File: config.mk
export PLATFORM = sky130hd
export DESIGN_NAME = cdg_lane
export DESIGN_NICKNAME = d
export VERILOG_FILES = /design/src/rtl/cdg_pkg.sv /design/src/rtl/cdg_lane.sv
export SDC_FILE = /design/constraint.sdc
export NUM_CORES = 1
export LEC_CHECK = 0
export CORE_AREA = 2 2 39 41
export DETAILED_ROUTE_END_ITERATION = 8
export DIE_AREA = 0 0 41 43
export DONT_BUFFER_PORTS = 1
export PLACE_DENSITY_LB_ADDON = 0.25
export SLEW_MARGIN = 20
export SYNTH_ARGS = -nofsm -noshare
export SYNTH_HDL_FRONTEND = slang
export SYNTH_SLANG_ARGS = --single-unit
File: constraint.sdc
create_clock -name vclk -period 1
set_input_delay 0.05 -clock vclk [all_inputs]
set_output_delay 0.05 -clock vclk [all_outputs]
set_load 0.02 [all_outputs]
File: src/rtl/cdg_pkg.sv
// ----------------------------------------------------------------------------
// CD+G renderer package
// Shared geometry, codes and types of the CD+G packet renderer.
// ----------------------------------------------------------------------------
package cdg_pkg;

    localparam int unsigned SCR_W      = 300;
    localparam int unsigned SCR_H      = 216;
    localparam int unsigned TILE_W     = 6;
    localparam int unsigned TILE_H     = 12;
    localparam int unsigned TILE_COLS  = SCR_W / TILE_W;
    localparam int unsigned TILE_ROWS  = SCR_H / TILE_H;
    localparam int unsigned WPR        = TILE_COLS;
    localparam int unsigned WORD_COUNT = WPR * SCR_H;
    localparam int unsigned ROW_BAND   = WPR * TILE_H;
    localparam int unsigned PIX_W      = 4;
    localparam int unsigned WORD_W     = PIX_W * TILE_W;
    localparam int unsigned ADDR_W     = $clog2(WORD_COUNT);

    typedef logic [ADDR_W-1:0] addr_t;
    typedef logic [WORD_W-1:0] word_t;
    typedef logic [PIX_W-1:0]  nib_t;

    localparam logic [1:0] FUNC_APPLY   = 2'd0;
    localparam logic [1:0] FUNC_READ    = 2'd1;
    localparam logic [1:0] FUNC_RESTART = 2'd2;

    localparam logic [5:0] CMD_GRAPHICS      = 6'h09;
    localparam logic [5:0] INS_MEM_PRESET    = 6'd1;
    localparam logic [5:0] INS_BORDER        = 6'd2;
    localparam logic [5:0] INS_TILE          = 6'd6;
    localparam logic [5:0] INS_TILE_XOR      = 6'd38;
    localparam logic [5:0] INS_SCROLL_PRESET = 6'd20;
    localparam logic [5:0] INS_SCROLL_COPY   = 6'd24;
    localparam logic [5:0] INS_TRANSPARENT   = 6'd28;
    localparam logic [5:0] INS_PAL_LOW       = 6'd30;
    localparam logic [5:0] INS_PAL_HIGH      = 6'd31;

    localparam logic [1:0] SCR_FWD  = 2'd1;
    localparam logic [1:0] SCR_BACK = 2'd2;

    typedef enum logic [2:0] {
        ST_IDLE,
        ST_SWEEP,
        ST_TILE_RD,
        ST_TILE_WR,
        ST_SC_COPY,
        ST_SC_MOVE,
        ST_RD_ISSUE,
        ST_RD_DATA
    } state_t;

    typedef enum logic [1:0] {
        LOP_COPY,
        LOP_FILL,
        LOP_TILE,
        LOP_TILE_XOR
    } lane_op_t;

    typedef struct packed {
        lane_op_t op;
        nib_t     c0;
        nib_t     c1;
    } lane_ctrl_t;

    // Word address of the first word of a pixel row (row times 50).
    function automatic addr_t row_base(input logic [7:0] y);
        return addr_t'({y, 5'b0}) + addr_t'({y, 4'b0}) + addr_t'({y, 1'b0});
    endfunction

endpackage

File: src/rtl/cdg_lane.sv
// ----------------------------------------------------------------------------
// CD+G pixel lane
// Computes the new colour index of one pixel of a six-pixel word.
// ----------------------------------------------------------------------------
module cdg_lane (
    input  cdg_pkg::lane_ctrl_t ctrl,
    input  cdg_pkg::nib_t       old_pix,
    input  logic                tile_bit,
    output cdg_pkg::nib_t       new_pix
);
    import cdg_pkg::*;

    nib_t tile_col;

    assign tile_col = tile_bit ? ctrl.c1 : ctrl.c0;

    always_comb begin
        unique case (ctrl.op)
            LOP_COPY:     new_pix = old_pix;
            LOP_FILL:     new_pix = ctrl.c0;
            LOP_TILE:     new_pix = tile_col;
            LOP_TILE_XOR: new_pix = old_pix ^ tile_col;
            default:      new_pix = old_pix;
        endcase
    end

endmodule

==> results.md, run 1 <==
Run status:
- The run finished with clean final reports.

Yosys:
- Of the post-synthesis cell area, the dominant cell type holds 29.1%.
- By area the synthesized netlist is led by mux2i_1, mux2_2, nor3_2.
- The leading area contributor after synthesis is mux2i_1.
- After synthesis, the netlist uses 12 different library cells.
- Sorting the synthesized cells by how often they occur yields mux2i_1, mux2_2, nand3_1, nor3_2, o32ai_1.
- The net count after synthesis is 48.
- In this run the cell area of the synthesized design comes to between 200 and 300 um^2.
- Counting every instance in the synthesized netlist gives 33.
- Yosys instantiated no cell more often than mux2i_1.
- After synthesis, the mean cell area works out to 8.34 um^2.
- The share of the Yosys chip area taken by registers is 0%.
- During synthesis, Yosys emitted a total of 0 warnings.

GRT:
- After global routing the overflow that remains totals 0.
- The number of global-route vias before repair is 259.
- Entering global routing, the biggest net connects 12 pins.
- In the global route stage, overall resource usage came out at roughly 7.3%.
- The first global-routing pass estimated 952 um of wire.
- The number of antenna violations at the first check in global routing is 0.

STA:
- The sum of negative setup slack is 0 ns.
- The slew of the pin with the lowest slew margin is 0.396 ns.
- Setup violations remaining at the end of the flow were counted as 0.
- The final critical path takes up 78.9% of the cycle.
- The clock period could shrink to 0.789 ns.
- The tightest slew margin relative to the limit is 73.4%.
- Setup repair after global routing left no endpoint under its margin.
- Across all setup checks in the final design, the least slack found is 0.211 ns.
- The maximum clock rate is 1270 MHz.
- The total count of hold-check failures in the final report was 0.
- The final number of max-transition violations is 0.

Routing:
- The per-cell routed wire length is around 15 um.
- The first detailed-routing pass took 2 iterations.
- The final layout contains routed wiring with a total length of 694 um.
- Dividing the detail-routed via count by the number of cells gives 5.89.
- The residual DRC count is 0.
- The number of nets with antenna violations after routing is 0.
- In this run, the number of DRC markers left after iteration 0 of detailed routing was 1.
- The final route contains ~270 vias.

CTS:
- The post-cts resize count is 0.
- The number of buffers added for setup after CTS is 0.
- Buffers inserted to repair hold after CTS numbered 0.

Placed design:
- The count of input and output buffers is 0.
- The congestion estimate from routability-driven global placement came to between 0.6 and 0.7.
- After detailed placement, the design holds a cell count of 46.
- At the placement stage, the worst setup path has a slack of ~0.19 ns.

Setup path:
- The worst setup path is of the in2out kind.
- In this run the worst path has a maximum fanout of 10.
- STA classifies the critical path endpoint as a primary output.
- The critical path arrival is 0.74 ns.
- For the worst setup path, the data required time is 0.95 ns.
- The category of the worst setup path launch point is an input pin.

Layout:
- The repair_antennas step left the layout with diodes totalling 0.
- Leaving out filler cells and counting taps, the final layout contains 46.
- Sequential cells placed in the final layout were counted as 0.
- In the final design database the tool counted 47 nets.
- The count of clock buffers in the final design is 0.
- From synthesis to final layout, the design area changed by 0%.
- At the end of the flow the core is filled with cells to between 10% and 20%.
- The sequential cells in the finished layout cover a total of 0 um^2.
- Cells with a size suffix above 1 make up around a quarter of the layout.

Power:
- The static leakage is roughly 0.097 nW.
- Overall power consumption after layout is estimated at 0.000112 W.
- The total power density per cell area is 408 nW/um^2.
- The maximum ir drop on the vdd rail is 0.0000700 V.

Floorplan:
- The die outline width is 41 um.
- The core region is 1380 um^2.
- Measured along the y axis, the die boundary spans 43 um.
- The total number of placement rows is 14.
- The initial utilization of the core area, before any placement, comes to approximately a fifth.
- The count of boundary I/O pins is 19.
- The floorplan step defined a die boundary enclosing between 1500 and 2000 um^2.

Job:
- The max-cap check violation count is 0.

Worst hold path:
- The cell depth of the worst min-delay path is 2.
- The tightest min-delay check is of the in2out type.
-- worst max-delay path, cell delays in order --
cell and delay [ns]:
mux2i_1 0.20, mux2i_1 0.11, nor3_2 0.38
-- cell usage in the layout, fill, tap and decap left out, drive strengths merged --
master	n
nor3	7
o32ai	4
nand2b	1
mux2	4
nand3	4
nand2	1
nor4bb	1
mux2i	8
-- cell families after synthesis --
| family | share of synthesized area [%] |
|---|---|
| simple gates | 34.5 |
| buf+inv | 7.27 |
| compound gates | 12.7 |
| mux | 45.5 |
-- metrics by stage --
| step | cell area (um^2) | hold slack [ns] |
|---|---|---|
| finish | 275 | 0.330 |
| global route | 275 | 0.350 |
| CTS | 275 | 0.330 |
| detailed placement | 275 | 0.330 |
| global placement | 275 | 0.321 |
| floorplan | 275 | 0.400 |
-- power breakdown --
group / internal [W] / leakage (nW) / switching (W)
registers: 0 / 0 / 0
logic: 0.0000523 / 0.0966 / 0.0000601
clock network: 0 / 0 / 0
total: 0.0000523 / 0.0966 / 0.0000601
-- worst paths after layout --
check,from,endpoint
hold / removal,ctrl[9],new_pix[0]
setup / recovery,tile_bit,new_pix[0]
-- layout make-up --
type | count | area (um^2)
fill | 159 | 1110
tap | 16 | 20.0
multi-input combinational | 30 | 255
-- per-layer routing --
| metal | routed length, um | GRT usage (%) |
|---|---|---|
| met1 | 271 | 6.96 |
| met3 | 68 | 1.05 |
| met2 | 355 | 15.3 |
| met5 | 0 | 0 |
| met4 | 0 | 0 |
Power figures use the tool's default switching activity.
==> inputs of run 2 (changes only) <==
- ABC_AREA: default -> 1
- clock period: 1 -> 0.8 ns (I/O delays scaled with it)
==> run 2 against run 1 <==
Sequential cell count is the same; final cell count is 54% higher; worst setup slack better by 0.079 ns; count of clock-buffer cells in the layout stayed put; largest power group unchanged; first-iteration DRC count rose to 5.0 times the previous value; critical path type unchanged; global-route usage increased by 0.80 points.
==> results.md, run 2 <==
STA:
- The total count of hold-check failures in the final report is 0 (unchanged).
- The sum of negative setup slack is 0 ns (unchanged).
- The final-report setup violation count is 0 (unchanged).
- Static timing analysis puts the maximum clock frequency at slightly below 2000 MHz.
- The tightest slew margin relative to the limit was 86.1% (+13 points).
- The slew of the pin with the lowest slew margin is 0.208 ns (-0.188 ns).
- In the finished design, the share of the clock period the worst path needs comes to 63.7%.
- The worst path in the final design needs a cycle of 0.509 ns, including I/O delays and setup.
- Setup repair after global routing left no endpoint under its margin.
- The final number of max-transition violations is 0 (unchanged).

Yosys:
- After synthesis, the cell types taking the most area are nand2_1, nand3_1, inv_1.
- The share of the synthesized area in the top cell type was 49.5% (+20 points).
- The mean area per synthesized cell was 4.33 um^2 (-48%).
- By count the netlist is led by nand2_1, nand3_1, inv_1.
- The net count after synthesis is 71 (+48%).
- The register area share after synthesis is 0% (unchanged).
- The cell area after synthesis is 243 um^2 (-12%).
- The leading area contributor after synthesis is nand2_1.
- The leading cell type by number of instances after synthesis is nand2_1.
- The post-synthesis cell count is 56 (+70%).
- The number of warning messages in the yosys log is 0 (unchanged).
- The count of cell types in the netlist is 6 (-6).

CTS:
- The number of buffers added for setup after CTS is 0 (unchanged).
- The post-cts hold buffer count is 0 (unchanged).
- The post-cts resize count came to 0 (unchanged).

Layout:
- The area occupied by registers came to 0 um^2 (unchanged).
- The fraction of layout cells with a size suffix above 1 came to 5.45% (-21 points).
- The area growth from synthesis to layout is 2.58%.
- The sequential cell count of the final layout was 0 (unchanged).
- The count of clock buffers in the final design is 0 (unchanged).
- The number of nets in the layout is 72 (+53%).
- The final core utilization is 18.0% (-1.9 points).
- The diode insertion count for antenna repair is 0 (unchanged).
- The total of fill cells in the finished design came to 172 (+8.2%).
- In the layout the commonest cells are nand2_1, nand3_1, inv_1, inv_2, nor2_4.
- The most frequent standard cell in the layout excluding fill and tap cells is nand2_1.

Job:
- The max-cap check violation count is 0 (unchanged).

GRT:
- The met2 track utilization from global routing is 11.9% (-3.4 points).
- The largest net degree at the start of global routing is 10 (-2).
- The first-pass GRT wire length is 1080 um (+13%).
- The fraction of met1 tracks used by global routing is 12.0% (+5.1 points).
- The aggregate global routing overflow is 0 (unchanged).
- The number of antenna violations at the first check in global routing is 0 (unchanged).
- The global-route usage over all layers came to 8.09% (+0.80 points).
- The global-route track usage on met3 is 2.62% (+1.6 points).
- The number of global-route vias before repair is 264 (+1.9%).
- The peak-usage layer in the global routing report is met1.

Floorplan:
- The die outline width came to 41 um (unchanged).
- The die outline height is 43 um (unchanged).
- The core footprint is 1380 um^2 (unchanged).
- The total number of placement rows came to 14 (unchanged).
- The die footprint came to 1760 um^2 (unchanged).
- The count of boundary I/O pins came to 19 (unchanged).
- The initial core utilization is 17.5% (-2.4 points).

Setup path:
- The worst setup path is launched from an input pin.
- The critical path in this run is classified as in2out.
- The critical path arrival is 0.47 ns (-0.27 ns).
- The required arrival time at the worst endpoint is 0.76 ns (-0.19 ns).
- The worst setup path is captured at a primary output.
- The peak per-stage delay on the critical path came to 0.17 ns (-0.21 ns).
- The maximum fanout count along the critical path was 5 (-5).
- The number of buffer and inverter instances along the worst setup path is 1 (+1).
- The signal on the critical path passes through inv_2, nand2_1, nand3_1, nand3_1, nand2_1.
- The highest-delay cell along the critical path is nand2_1.
- The family with the most delay on the worst path is simple AND/OR/NAND/NOR gates.

Routing:
- The routed wire length was 627 um (-9.7%).
- The number of vias after detailed routing came to 306 (+13%).
- The detailed router's first-iteration violation count is 5 (+4).
- The residual DRC count was 0 (unchanged).
- The per-cell routed wire length is 8.83 um (-41%).
- The detailed-routing iteration count for the pre-antenna-repair pass is 4 (+2).
- The number of nets with antenna violations after routing was 0 (unchanged).
- The vias per cell is 4.31 (-27%).

Power:
- The static leakage came to 0.173 nW (+79%).
- The total power density per cell area is 495 nW/um^2 (+21%).
- The maximum ir drop on the vdd rail is 0.0000972 V (+39%).

Placed design:
- The count of input and output buffers is 0 (unchanged).
- The final weighted congestion in routability-driven placement is 0.695 (+12%).
- The detailed placer's ending HPWL is 545 um.

Worst hold path:
- The class of the tightest hold or removal check is in2out.

Run status:
- The run finished with clean final reports.
[run 2: cell types whose count changed after synthesis, moves of 2 or more]
cell	before	now
o32ai_1	4	0
mux2i_1	8	0
nor3_2	4	0
inv_1	0	8
nand2_1	1	32
inv_2	0	2
nand3_1	4	12
mux2_2	4	0
nor3_1	3	0
[run 2: cell type report]
class                      count  area (um^2)  share of cell area [%]
inverter                      10         37.5                    15.1
multi-input combinational     45          191                    76.9
tap                           16         20.0                    8.04
[run 2: stage by stage]
stage | cell area (um^2) | cells | hold slack (ns) | setup WS [ns] | power, W
global placement | 249 | 71 | 0.273 | 0.268 | 0.000125
detailed placement | 249 | 71 | 0.274 | 0.280 | 0.000125
floorplan | 243 | 56 | 0.265 | 0.184 | 0.000124
finish | 249 | 71 | 0.272 | 0.291 | 0.000123
CTS | 249 | 71 | 0.274 | 0.279 | 0.000125
global route | 249 | 71 | 0.285 | 0.191 | 0.000143
[run 2: kinds of logic (layout without fill, tap and decap cells)]
group                  after synthesis  in the layout  synth area share, %
buffers and inverters               11             10                 21.1
and+or+nand+nor                     45             45                 78.9
[run 2: report_power, final]
part	leakage [nW]	internal [W]	switching [W]	total, W
Combinational	0.173	0.0000402	0.0000829	0.000123
Clock	0	0	0	0
Sequential	0	0	0	0
Total	0.173	0.0000402	0.0000829	0.000123
[run 2: path summary, 6_finish.rpt]
path / depth (start not counted) / slack, ns / to / from
max: 5 / 0.29 / new_pix[2] / tile_bit
min: 2 / 0.27 / new_pix[0] / ctrl[9]
[run 2: routing by layer]
metal  part of all wire, %  wire length, um
met1                    38              240
met2                    50              312
met3                    12               74
met4                     0                0
met5                     0                0
